**src/rtl/htmb_pkg.sv**
```systemverilog
// Shared types, constants and state encoding for the Huffman merge builder.
`default_nettype none
package htmb_pkg;

  localparam int unsigned MAX_LEAVES_DEF = 64;
  localparam int unsigned ID_W           = 7;
  localparam int unsigned FREQ_W         = 30;
  localparam int unsigned LEAF_W         = 24;
  localparam int unsigned MI_W           = 6;

  typedef struct packed {
    logic [ID_W-1:0]   id;
    logic [FREQ_W-1:0] freq;
  } entry_t;

  typedef struct packed {
    logic [ID_W-1:0]   left_id;
    logic [ID_W-1:0]   right_id;
    logic [ID_W-1:0]   parent_id;
    logic [FREQ_W-1:0] parent_freq;
    logic              single_leaf;
    logic              is_root;
  } rec_t;

  typedef enum logic [3:0] {
    ST_LOAD,
    ST_BH_RD,
    ST_BH_LD,
    ST_SD_RDL,
    ST_SD_RDR,
    ST_SD_CMP,
    ST_TM_RD0,
    ST_TM_RDL,
    ST_TM_LD,
    ST_SU_CHK,
    ST_SU_CMP,
    ST_EMIT
  } htmb_state_e;

endpackage
`default_nettype wire

```
**src/rtl/htmb_ram.sv**
```systemverilog
// Heap store: single write port, single read port, registered read data.
`default_nettype none
module htmb_ram
  import htmb_pkg::*;
#(
  parameter int unsigned DEPTH = MAX_LEAVES_DEF,
  parameter int unsigned AW    = $clog2(MAX_LEAVES_DEF)
) (
  input  wire logic          clk_i,
  input  wire logic          we_i,
  input  wire logic [AW-1:0] waddr_i,
  input  wire entry_t        wdata_i,
  input  wire logic          re_i,
  input  wire logic [AW-1:0] raddr_i,
  output entry_t             rdata_o
);

  entry_t mem_q [DEPTH];
  entry_t rdata_q;

  always_ff @(posedge clk_i) begin
    if (we_i) begin
      mem_q[waddr_i] <= wdata_i;
    end
  end

  always_ff @(posedge clk_i) begin
    if (re_i) begin
      rdata_q <= mem_q[raddr_i];
    end
  end

  assign rdata_o = rdata_q;

endmodule
`default_nettype wire

```
**src/rtl/htmb_ctrl.sv**
```systemverilog
// Sequencer: leaf load, build-heap, extract-min and sift-up over the heap store.
`default_nettype none
module htmb_ctrl
  import htmb_pkg::*;
#(
  parameter int unsigned MAX_LEAVES = MAX_LEAVES_DEF,
  parameter int unsigned AW         = $clog2(MAX_LEAVES)
) (
  input  wire logic              clk_i,
  input  wire logic              rst_ni,
  input  wire logic              start_i,
  input  wire logic [LEAF_W-1:0] leaf_freq_i,
  input  wire logic              last_leaf_i,
  output logic                   busy_o,
  output logic                   emit_o,
  output rec_t                   rec_o,
  output logic                   we_o,
  output logic [AW-1:0]          waddr_o,
  output entry_t                 wdata_o,
  output logic                   re_o,
  output logic [AW-1:0]          raddr_o,
  input  wire entry_t            rdata_i
);

  localparam int unsigned CW = AW + 1;
  localparam int unsigned XW = AW + 2;

  htmb_state_e      state_q, state_d;
  logic [CW-1:0]    cnt_q, cnt_d;
  logic [CW-1:0]    n_q, n_d;
  logic [AW-1:0]    pos_q, pos_d;
  logic [AW-1:0]    bk_q, bk_d;
  logic [MI_W-1:0]  mi_q, mi_d;
  logic             take_q, take_d;
  logic             ret_take_q, ret_take_d;
  logic             r_ok_q, r_ok_d;
  entry_t           x_q, x_d, lval_q, lval_d, m1_q, m1_d, m2_q, m2_d;

  logic [XW-1:0]    l_idx, r_idx, cnt_x;
  logic             l_ok, r_ok, l_lt, r_lt, sd_stop, sift_done, is_last, store_ok;
  logic [FREQ_W-1:0] bf;
  entry_t           best_e, z;
  logic [AW-1:0]    best_pos, up_pos;
  logic [CW-1:0]    n_new;
  htmb_state_e      after_st;

  assign cnt_x    = XW'(cnt_q);
  assign l_idx    = XW'({pos_q, 1'b1});
  assign r_idx    = l_idx + XW'(1);
  assign l_ok     = l_idx < cnt_x;
  assign r_ok     = r_idx < cnt_x;
  assign l_lt     = lval_q.freq < x_q.freq;
  assign bf       = l_lt ? lval_q.freq : x_q.freq;
  assign r_lt     = r_ok_q && (rdata_i.freq < bf);
  assign sd_stop  = !l_lt && !r_lt;
  assign best_e   = r_lt ? rdata_i : lval_q;
  assign best_pos = r_lt ? r_idx[AW-1:0] : l_idx[AW-1:0];
  assign up_pos   = AW'((pos_q - AW'(1)) >> 1);
  assign z.id     = ID_W'(MAX_LEAVES) + ID_W'(mi_q);
  assign z.freq   = m1_q.freq + m2_q.freq;
  assign is_last  = ID_W'(mi_q) == (ID_W'(n_q) - ID_W'(2));
  assign store_ok = cnt_q < CW'(MAX_LEAVES);
  assign n_new    = store_ok ? cnt_q + CW'(1) : cnt_q;

  assign sift_done = (state_q == ST_SD_RDL && !l_ok) ||
                     (state_q == ST_SD_CMP && sd_stop) ||
                     (state_q == ST_TM_LD && cnt_q == '0);

  always_comb begin
    if (!ret_take_q) begin
      after_st = (bk_q == AW'(1)) ? ST_TM_RD0 : ST_BH_RD;
    end else begin
      after_st = take_q ? ST_SU_CHK : ST_TM_RD0;
    end
  end

  // next state
  always_comb begin
    state_d = state_q;
    case (state_q)
      ST_LOAD: begin
        if (start_i && last_leaf_i && n_new != CW'(1)) state_d = ST_BH_RD;
      end
      ST_BH_RD:  state_d = ST_BH_LD;
      ST_BH_LD:  state_d = ST_SD_RDL;
      ST_SD_RDL: state_d = l_ok ? ST_SD_RDR : after_st;
      ST_SD_RDR: state_d = ST_SD_CMP;
      ST_SD_CMP: state_d = sd_stop ? after_st : ST_SD_RDL;
      ST_TM_RD0: state_d = ST_TM_RDL;
      ST_TM_RDL: state_d = ST_TM_LD;
      ST_TM_LD:  state_d = (cnt_q == '0) ? after_st : ST_SD_RDL;
      ST_SU_CHK: state_d = (pos_q == '0) ? ST_EMIT : ST_SU_CMP;
      ST_SU_CMP: state_d = (x_q.freq < rdata_i.freq) ? ST_SU_CHK : ST_EMIT;
      ST_EMIT:   state_d = is_last ? ST_LOAD : ST_TM_RD0;
      default:   state_d = ST_LOAD;
    endcase
  end

  // datapath registers
  always_comb begin
    cnt_d      = cnt_q;
    n_d        = n_q;
    pos_d      = pos_q;
    bk_d       = bk_q;
    mi_d       = mi_q;
    take_d     = take_q;
    ret_take_d = ret_take_q;
    r_ok_d     = r_ok_q;
    x_d        = x_q;
    lval_d     = lval_q;
    m1_d       = m1_q;
    m2_d       = m2_q;
    case (state_q)
      ST_LOAD: begin
        if (start_i) begin
          cnt_d = n_new;
          if (last_leaf_i) begin
            if (n_new == CW'(1)) begin
              cnt_d = '0;
            end else begin
              n_d        = n_new;
              bk_d       = AW'(n_new >> 1);
              ret_take_d = 1'b0;
              take_d     = 1'b0;
              mi_d       = '0;
            end
          end
        end
      end
      ST_BH_RD:  pos_d = bk_q - AW'(1);
      ST_BH_LD:  x_d = rdata_i;
      ST_SD_RDR: begin
        lval_d = rdata_i;
        r_ok_d = r_ok;
      end
      ST_SD_CMP: begin
        if (!sd_stop) pos_d = best_pos;
      end
      ST_TM_RDL: begin
        if (take_q) m2_d = rdata_i;
        else m1_d = rdata_i;
        cnt_d = cnt_q - CW'(1);
      end
      ST_TM_LD: begin
        x_d        = rdata_i;
        pos_d      = '0;
        ret_take_d = 1'b1;
      end
      ST_SU_CMP: begin
        if (x_q.freq < rdata_i.freq) pos_d = up_pos;
      end
      ST_EMIT: begin
        mi_d = mi_q + MI_W'(1);
        if (is_last) begin
          cnt_d = '0;
          mi_d  = '0;
        end
      end
      default: ;
    endcase
    if (sift_done) begin
      if (!ret_take_q) begin
        bk_d = bk_q - AW'(1);
      end else if (!take_q) begin
        take_d = 1'b1;
      end else begin
        x_d    = z;
        pos_d  = cnt_q[AW-1:0];
        cnt_d  = cnt_q + CW'(1);
        take_d = 1'b0;
      end
    end
  end

  // outputs
  always_comb begin
    we_o    = 1'b0;
    waddr_o = pos_q;
    wdata_o = x_q;
    re_o    = 1'b0;
    raddr_o = '0;
    emit_o  = 1'b0;
    rec_o   = '{left_id: m1_q.id, right_id: m2_q.id, parent_id: z.id,
                parent_freq: z.freq, single_leaf: 1'b0, is_root: is_last};
    case (state_q)
      ST_LOAD: begin
        we_o         = start_i && store_ok;
        waddr_o      = cnt_q[AW-1:0];
        wdata_o.id   = ID_W'(cnt_q);
        wdata_o.freq = FREQ_W'(leaf_freq_i);
        if (start_i && last_leaf_i && n_new == CW'(1)) begin
          emit_o = 1'b1;
          rec_o  = '{left_id: '0, right_id: '0, parent_id: '0,
                     parent_freq: FREQ_W'(leaf_freq_i), single_leaf: 1'b1, is_root: 1'b1};
        end
      end
      ST_BH_RD: begin
        re_o    = 1'b1;
        raddr_o = bk_q - AW'(1);
      end
      ST_SD_RDL: begin
        if (l_ok) begin
          re_o    = 1'b1;
          raddr_o = l_idx[AW-1:0];
        end else begin
          we_o = 1'b1;
        end
      end
      ST_SD_RDR: begin
        re_o    = r_ok;
        raddr_o = r_idx[AW-1:0];
      end
      ST_SD_CMP: begin
        we_o    = 1'b1;
        wdata_o = sd_stop ? x_q : best_e;
      end
      ST_TM_RD0: re_o = 1'b1;
      ST_TM_RDL: begin
        re_o    = 1'b1;
        raddr_o = AW'(cnt_q - CW'(1));
      end
      ST_SU_CHK: begin
        if (pos_q == '0) begin
          we_o = 1'b1;
        end else begin
          re_o    = 1'b1;
          raddr_o = up_pos;
        end
      end
      ST_SU_CMP: begin
        we_o    = 1'b1;
        wdata_o = (x_q.freq < rdata_i.freq) ? rdata_i : x_q;
      end
      ST_EMIT: emit_o = 1'b1;
      default: ;
    endcase
  end

  assign busy_o = state_q != ST_LOAD;

  always_ff @(posedge clk_i or negedge rst_ni) begin
    if (!rst_ni) begin
      state_q    <= ST_LOAD;
      cnt_q      <= '0;
      mi_q       <= '0;
      take_q     <= 1'b0;
      ret_take_q <= 1'b0;
    end else begin
      state_q    <= state_d;
      cnt_q      <= cnt_d;
      mi_q       <= mi_d;
      take_q     <= take_d;
      ret_take_q <= ret_take_d;
    end
  end

  always_ff @(posedge clk_i) begin
    n_q    <= n_d;
    pos_q  <= pos_d;
    bk_q   <= bk_d;
    r_ok_q <= r_ok_d;
    x_q    <= x_d;
    lval_q <= lval_d;
    m1_q   <= m1_d;
    m2_q   <= m2_d;
  end

endmodule
`default_nettype wire

```
**src/rtl/huffman_tree_merge_builder.sv**
```systemverilog
// Leaves load one per cycle (busy_o low); the last leaf starts a burst with busy_o high.
// Burst: build-heap then n-1 merges through one registered-read store; a merge is
// two extract-mins, a sift-up and the emit.
// Each merge record appears on out_valid_o for one cycle, in the cycle after it forms.
// A one-leaf tree gives its record in the cycle after the leaf, with no burst.
// Asynchronous active-low reset empties the store and returns to leaf loading.
`default_nettype none
module huffman_tree_merge_builder
  import htmb_pkg::*;
#(
  parameter int unsigned MAX_LEAVES = MAX_LEAVES_DEF
) (
  input  wire logic              clk_i,
  input  wire logic              rst_ni,
  input  wire logic              start_i,
  output logic                   busy_o,
  input  wire logic [LEAF_W-1:0] leaf_freq_i,
  input  wire logic              last_leaf_i,
  output logic                   out_valid_o,
  output logic [ID_W-1:0]        left_id_o,
  output logic [ID_W-1:0]        right_id_o,
  output logic [ID_W-1:0]        parent_id_o,
  output logic [FREQ_W-1:0]      parent_freq_o,
  output logic                   single_leaf_o,
  output logic                   is_root_o
);

  localparam int unsigned AW = $clog2(MAX_LEAVES);

  logic          we, re, emit;
  logic [AW-1:0] waddr, raddr;
  entry_t        wdata, rdata;
  rec_t          rec, rec_q;
  logic          valid_q;

  htmb_ram #(.DEPTH(MAX_LEAVES), .AW(AW)) u_ram (
    .clk_i   (clk_i),
    .we_i    (we),
    .waddr_i (waddr),
    .wdata_i (wdata),
    .re_i    (re),
    .raddr_i (raddr),
    .rdata_o (rdata)
  );

  htmb_ctrl #(.MAX_LEAVES(MAX_LEAVES), .AW(AW)) u_ctrl (
    .clk_i       (clk_i),
    .rst_ni      (rst_ni),
    .start_i     (start_i),
    .leaf_freq_i (leaf_freq_i),
    .last_leaf_i (last_leaf_i),
    .busy_o      (busy_o),
    .emit_o      (emit),
    .rec_o       (rec),
    .we_o        (we),
    .waddr_o     (waddr),
    .wdata_o     (wdata),
    .re_o        (re),
    .raddr_o     (raddr),
    .rdata_i     (rdata)
  );

  always_ff @(posedge clk_i or negedge rst_ni) begin
    if (!rst_ni) begin
      valid_q <= 1'b0;
    end else begin
      valid_q <= emit;
    end
  end

  always_ff @(posedge clk_i) begin
    if (emit) begin
      rec_q <= rec;
    end
  end

  assign out_valid_o   = valid_q;
  assign left_id_o     = rec_q.left_id;
  assign right_id_o    = rec_q.right_id;
  assign parent_id_o   = rec_q.parent_id;
  assign parent_freq_o = rec_q.parent_freq;
  assign single_leaf_o = rec_q.single_leaf;
  assign is_root_o     = rec_q.is_root;

`ifndef NO_ASSERTIONS
  a_single_is_root: assert property (@(posedge clk_i) disable iff (!rst_ni)
    out_valid_o && single_leaf_o |-> is_root_o && left_id_o == '0 && right_id_o == '0)
    else $error("single-leaf record malformed");

  a_busy_after_start: assert property (@(posedge clk_i) disable iff (!rst_ni)
    $rose(busy_o) |-> $past(start_i) && $past(last_leaf_i))
    else $error("burst started without a last leaf");

  a_merge_in_burst: assert property (@(posedge clk_i) disable iff (!rst_ni)
    out_valid_o && !single_leaf_o |-> $past(busy_o))
    else $error("merge record outside a burst");

  a_root_ends_burst: assert property (@(posedge clk_i) disable iff (!rst_ni)
    out_valid_o && is_root_o && !single_leaf_o |-> !busy_o)
    else $error("root record while burst continues");
`endif

endmodule
`default_nettype wire

```
**config.mk**
```make
export PLATFORM = sky130hd
export DESIGN_NAME = huffman_tree_merge_builder
export DESIGN_NICKNAME = d
export VERILOG_FILES = /design/src/rtl/htmb_pkg.sv /design/src/rtl/htmb_ram.sv /design/src/rtl/htmb_ctrl.sv /design/src/rtl/huffman_tree_merge_builder.sv
export SDC_FILE = /design/constraint.sdc
export NUM_CORES = 2
export LEC_CHECK = 0
export ABC_AREA = 0
export BUFFER_PORTS_ARGS = -buffer_cell sky130_fd_sc_hd__buf_4
export CORE_MARGIN = 1.5
export CORE_UTILIZATION = 50
export DETAILED_ROUTE_END_ITERATION = 8
export PLACE_DENSITY = 0.65
export SETUP_SLACK_MARGIN = 0.15
export SLEW_MARGIN = 25
export SYNTH_ARGS = -nofsm -noshare
export SYNTH_HDL_FRONTEND = slang
export SYNTH_SLANG_ARGS = --single-unit
```
**constraint.sdc**
```tcl
create_clock -name clk_i -period 8.2 [get_ports clk_i]
set_clock_uncertainty 0.1 [all_clocks]
set_input_delay 0 -clock clk_i [delete_from_list [all_inputs] [get_ports clk_i]]
set_output_delay 0 -clock clk_i [all_outputs]
set_load 0.005 [all_outputs]
```
=== Yosys cells after proc, flatten, opt, wreduce, memory -nomap -nowiden ===
Memories as Yosys holds them, arrays and structs flattened. A register that Yosys moved wholly into a read port is not among the register bits.
Index checks and enable logic that the tools add are counted.

* Register bits: 241
* RAM bits: 2368
* Bits of input ports: 28
* Output and inout bits: 55
* Logic and storage cells: 163
* Memories: 1

* $add $sub $neg: 9
* Order comparisons: 6
* Equality and inequality tests: 19
* Multiplexer cells: 74
* Bitwise gates (word level): 2
* Reduce and logical (&&, ||, !) cells: 28

{| class="wikitable"
|+ Memories
! name !! depth !! width !! rd ports !! clocked after memory_dff !! wr ports !! RTL line !! source
|-
| u_ram.mem_q || 64 || 37 || 1 || 1 || 1 || htmb_ram.sv:18 || <nowiki>entry_t mem_q [DEPTH];</nowiki>
|}

{| class="wikitable"
|+ Operators with widths
! cell !! number
|-
| $mux W37 || 7
|-
| $pmux W37 S3 || 1
|-
| $mux W6 || 18
|-
| $mux W53 || 2
|-
| $lt A30 B30 Y1 || 3
|-
| $mux W7 || 8
|-
| $pmux W4 S12 || 1
|-
| $add A30 B30 Y30 || 1
|-
| $mux W30 || 1
|-
| $pmux W6 S5 || 1
|-
| $mux W4 || 6
|-
| $pmux W6 S4 || 1
|-
| $pmux W7 S3 || 1
|-
| $mux W1 || 18
|-
| $eq A4 B3 Y1 const B || 4
|-
| $eq A4 B4 Y1 const B || 4
|-
| $pmux W6 S2 || 1
|-
| $reduce_and A4 Y1 || 3
|-
| $sub A6 B1 Y6 const B || 2
|-
| $logic_and A1 B1 Y1 || 9
|-
| $add A7 B1 Y8 const B || 1
|-
| $eq A4 B2 Y1 const B || 2
|-
| $lt A8 B7 Y1 || 1
|-
| $pmux W1 S4 || 2
|-
| 29 further kinds || 40
|}

=== Depth between registers and ports, before layout ===
* Depth after elaboration: 11
* Depth in mapped cells: 21
* Depth with buffers taken out: 19

=== Modules after synthesis ===
Synthesis repeated with hierarchy kept, for this count alone.

* Cells, all modules: 5555
* Area, all modules: 106175.6 µm²

{| class="wikitable"
|+ Modules (own cells, without submodules)
! module !! instances !! cells an instance !! area each (µm²) !! sequential area each (µm²)
|-
| htmb_ram || 1 || 3922 || 90835.9 || 72219.3
|-
| htmb_ctrl || 1 || 1579 || 13723.2 || 5029.8
|-
| huffman_tree_merge_builder || 1 || 54 || 1616.6 || 1616.6
|}

=== Least setup slack after synthesis ===
Ideal clock, no wire load.

* Kind: register to register
* Start point: register u_ctrl.x_q[25] in the netlist's numbering
* End point: memory u_ram.mem_q[0][11] in the netlist's numbering (data pin)
* Setup time: 0.549 ns
* Arrival: 6.493 ns
* Data required time: 7.551 ns
* Setup slack: 1.059 ns
* Stages on the path, launching flop included: 21
* Path buffers: 2
* Clock period less this slack: 7.141 ns
* Path through: dfxtp_1 > inv_1 > ha_1 > a21oi_1 > a21oi_1 > a2111oi_0 > o21ai_0 > nor3_2 > buf_2 > mux2i_1 > ha_1 > a21oi_1 > o21bai_1 > a2111oi_0 > nand2_1 > nor4_1 > o31ai_4 > o21ai_2 > clkbuf_1 > a21oi_1 > a21oi_1

{| class="wikitable"
|+ RTL lines
! element !! RTL line !! source
|-
| from (decl) || htmb_ctrl.sv:37 || <nowiki>entry_t x_q, x_d, lval_q, lval_d, m1_q, m1_d, m2_q, m2_d;</nowiki>
|-
| from (signal assigned) || htmb_ctrl.sv:262 || <nowiki>x_q <= x_d;</nowiki>
|-
| to (decl) || htmb_ram.sv:18 ||
|}

==> key figures <==
Timing
  – Worst slew margin: 24.1%
  – Fmax: 135 MHz
  – RSZ-0062 raised after global routing: false
  – Hold Fails Final Rpt: 0
  – Min setup slack post-route: 0.777 ns
  – Hold Slack: 0.103 ns
  – Fin crit share: 90.5%
  – Minimum clock period: 7.42 ns
  – Setup TNS: 0 ns
  – Count of pins over their slew limit: 0
  – Final setup fails: 0
  – Worst-margin pin slew: 1.14 ns

Drt
  – Initial drt markers: 9915
  – Routed WL per cell: 30.3 um
  – Final wirelength: 338 mm
  – WL met1: 132 mm
  – DR vias: 70816
  – Met2 wire length: 151 mm
  – Met3 wire len: 39.8 mm
  – DRC viols: 0
  – Highest routed layer: met4
  – Vias/cell: 6.35
  – ANT nets after route: 0
  – First drt pass iteration count: 7

Critical path
  – Reg2reg path depth: 21
  – CP top delay family: simple AND/OR/NAND/NOR gates
  – Crit-path max FO: 34
  – Startpoint types: flop
  – CP Class: flop to flop
  – CP max stage cell: nor3_4
  – R2r endpoint: u_ram.mem_q[55][32]
  – R2R Path Start: u_ctrl.x_q[25]
  – R2r setup slk: 0.78 ns
  – CP Buf/Inv Count: 3
  – Worst path most repeated cell: a21oi_1
  – Worst Path Required: 8.73 ns
  – Crit path DAT: 7.95 ns
  – Cells along the critical path: inv_1 -> ha_1 -> a21oi_1 -> a21oi_1 -> a2111oi_0 -> o21ai_0 -> nor3_4 -> buf_4 -> mux2i_1 -> ha_1 -> a21oi_1 -> nor2b_1 -> o311ai_0 -> and4_1 -> and2_1 -> nor2_1 -> nand2_1 -> nand2b_1 -> a222oi_1 -> nand2_2 -> buf_4
  – Worst setup EP type: flop
  – CP max stage delay: 0.69 ns

Die
  – Rows: 170
  – Die area: 220000 um^2
  – Die H: 469 um
  – Starting Density: 50.4%
  – Placeable Area: 215000 um^2
  – I/O Pins: 83
  – DIE WIDTH: 469 um

Place
  – HPWL Detailed: 180 mm
  – Pre-CTS setup slack: 0.880 ns
  – Placer congestion estimate: 0.917
  – Port-buffer cells: 82
  – Placed Instances: 10601

Global routing
  – GRT Util Overall: 30.4%
  – Initial antenna violation count: 8
  – Vias in the first global route: 66779
  – Largest net degree at the start of global routing: 149
  – Gr ovfl total: 0
  – First-pass GRT wire length: 478 mm

Cells and area
  – Non-filler instance count after layout: 11154
  – FF+latch area: 78900 um^2
  – Synth-to-Final Area Change: 13.2%
  – Post-layout util: 57.1%
  – FILL cells: 16736
  – Multi-input logic area: 28100 um^2
  – Share of layout cells above drive strength 1: 10.2%
  – # nets final: 8278

Power and ir drop
  – Sw frac: 19.0%
  – Pwr per Cell Area: 219 nW/um^2
  – Clock power share: 45.5%
  – Reg power frac: 54.3%
  – P_leak: 39.3 nW
  – Internal: 21.8 mW
  – Comb pwr share: 0.2%
  – Net switching power: 5.12 mW
  – Peak VDD IR: 0.163 mV

Clock tree
  – CTS Sinks: 2646
  – Post-CTS setup buffers: 0
  – Max clock buf depth: 4
  – CTS H-Tree Depth: 5
  – Post-cts resize count: 0
  – CTS buffer count: 287
  – Clock transition time at the flip-flop clock pins of the worst setup and hold paths: 0.06 ns
  – TritonCTS clock tree: done
  – CTS root buf: clkbuf_16
  – Clk Latency, worst-skew pair: 0.94 ns

Synth
  – Synthesized Nets: 8107
  – Number of synthesized flops with an enable pin: 2577
  – Cells after Synth: 7940
  – Async S/R FF share, synth: 0.756%
  – Syn_area_per_cell: 13.7 um^2
  – Yosys reg bits: 2646
  – Sequential area share after synthesis: 72.6%
  – Most used flip-flop cell after synthesis: edfxtp_1
  – Synth cell types: 92
  – Mapped cell area: 109000 um^2
  – YS warnings: 0

Flow run
  – Max Cap Violations: 0

Run status
  – Status: finished clean

Hold path
  – Hold Crit Class: input pin to async pin
## area by class of cell
type | instances | share of cell area, %
clock inverter | 111 | 0.807
tap | 2838 | 2.89
multi-input combinational | 4727 | 22.9
antenna | 6 | 0.0122
timing repair buffer | 356 | 2.70
sequential | 2646 | 64.2
inverter | 93 | 0.284
clock buffer | 377 | 6.30
## synthesized netlist by cell type (all sizes together) (8+ instances only)
library cell     n  share of area [%]
a211oi          10              0.074
a21o            20               0.14
a21oi          171               0.79
a221oi          35               0.28
a22oi           78               0.54
a31oi           84               0.50
a32oi          224                1.8
and2            28               0.16
and3            13              0.075
buf            244                1.2
clkbuf         230               0.80
dfrtp           20               0.46
dfxtp           49               0.90
edfxtp        2577                 71
ha             138                1.6
inv             92               0.32
mux2i          484                4.5
nand2         1892                6.5
nand2b          12              0.069
nand3          704                3.2
nand4          159               0.92
nor2           150               0.53
nor2b           22               0.13
nor3            65               0.46
nor4             8              0.052
o21ai          245                1.1
o31ai           10              0.082
or2              8              0.046
or3              8              0.051
xnor2           37               0.30
xor2            27               0.22
## metrics by stage
stage          instance area [um^2]  power, mW
3_5_place_dp                 114000       14.9
6_report                     123000       26.9
3_3_place_gp                 114000       14.9
5_1_grt                      123000       27.5
4_1_cts                      123000       27.0
2_1_floorplan                109000       14.9
## cell usage in the layout, fill, tap and decap left out, types with 82 or more instances in the layout
| master | netlist | routed |
|---|---|---|
| a32oi_1 | 224 | 224 |
| a21oi_1 | 170 | 147 |
| ha_1 | 138 | 138 |
| nand2_1 | 1892 | 1882 |
| inv_1 | 92 | 92 |
| mux2i_1 | 484 | 484 |
| nand4_1 | 159 | 159 |
| edfxtp_1 | 2577 | 2577 |
| nand3_1 | 704 | 702 |
| o21ai_0 | 163 | 163 |
| buf_4 | 33 | 260 |
| clkbuf_16 | 0 | 294 |
| a31oi_1 | 83 | 82 |
## power groups by stage
| stage | Clock (mW) | Combinational, mW | Sequential, mW |
|---|---|---|---|
| after detailed placement | 0 | 0.0225 | 14.9 |
| after CTS | 12.4 | 0.0442 | 14.6 |
| after global routing | 12.9 | 0.0475 | 14.6 |
| after global placement | 0 | 0.0224 | 14.9 |
| final | 12.3 | 0.0454 | 14.6 |
| after floorplan | 0 | 0.000492 | 14.9 |
## how the worst max path moves through the flow
stage | startpoint | to | slack, ns | cells after the start
floorplan | u_ctrl.x_q[25] | u_ram.mem_q[0][11] | 1.06 | 20
global placement | u_ctrl.x_q[25] | u_ram.mem_q[54][24] | 0.93 | 20
detailed placement | u_ctrl.x_q[25] | u_ram.mem_q[51][24] | 0.88 | 20
CTS | u_ctrl.x_q[25] | u_ram.mem_q[16][24] | 0.83 | 20
global route | u_ctrl.x_q[25] | u_ram.mem_q[25][18] | 0.47 | 20
finish | u_ctrl.x_q[25] | u_ram.mem_q[55][32] | 0.78 | 21
## metal layers
metal  global-route usage [%]  up-vias
li1                         -    30132
met1                     42.5    35625
met2                     46.1     4439
met3                     6.68      620
met4                     13.2        0
met5                        0        -
## kinds of logic (layout without fill, tap and decap cells)
logic type / Yosys count / in the layout / share of synthesized area, %
AO/OA/AOI/OAI: 954 / 954 / 6.01
adder cells (fa/ha/maj): 139 / 139 / 1.61
XOR/XNOR: 64 / 64 / 0.516
AND/OR/NAND/NOR: 3085 / 3085 / 12.4
multiplexers: 485 / 485 / 4.47
flip-flops: 2646 / 2646 / 72.6
buffers and inverters: 567 / 937 / 2.34
other: 0 / 6 / 0
## what timing repair did
action                                  CTS  global route
endpoints found under the setup margin    0             0
endpoints found under the hold margin   429            20
hold buffers                             56             1
## state kept, by name (all words and copies together) (netlist names), 4 cells and up
| signal | cells |
|---|---|
| u_ctrl.bk_q | 6 |
| u_ctrl.state_q | 4 |
| u_ctrl.n_q | 7 |
| u_ctrl.lval_q | 37 |
| u_ctrl.cnt_q | 7 |
| parent_freq_o | 30 |
| u_ctrl.x_q | 37 |
| parent_id_o | 7 |
| u_ram.rdata_o | 37 |
| left_id_o | 7 |
| u_ctrl.m2_q | 37 |
| right_id_o | 7 |
| u_ctrl.m1_q | 37 |
| u_ram.mem_q | 2368 |
| u_ctrl.mi_q | 6 |
| u_ctrl.pos_q | 6 |
## worst min-delay path, stage by stage
cell	delay [ns]
dlygate4sd3_1	0.52
dlygate4sd3_1	0.55
buf_4	0.10
buf_2	0.42
No activity file was read; power rests on OpenSTA's default activity.
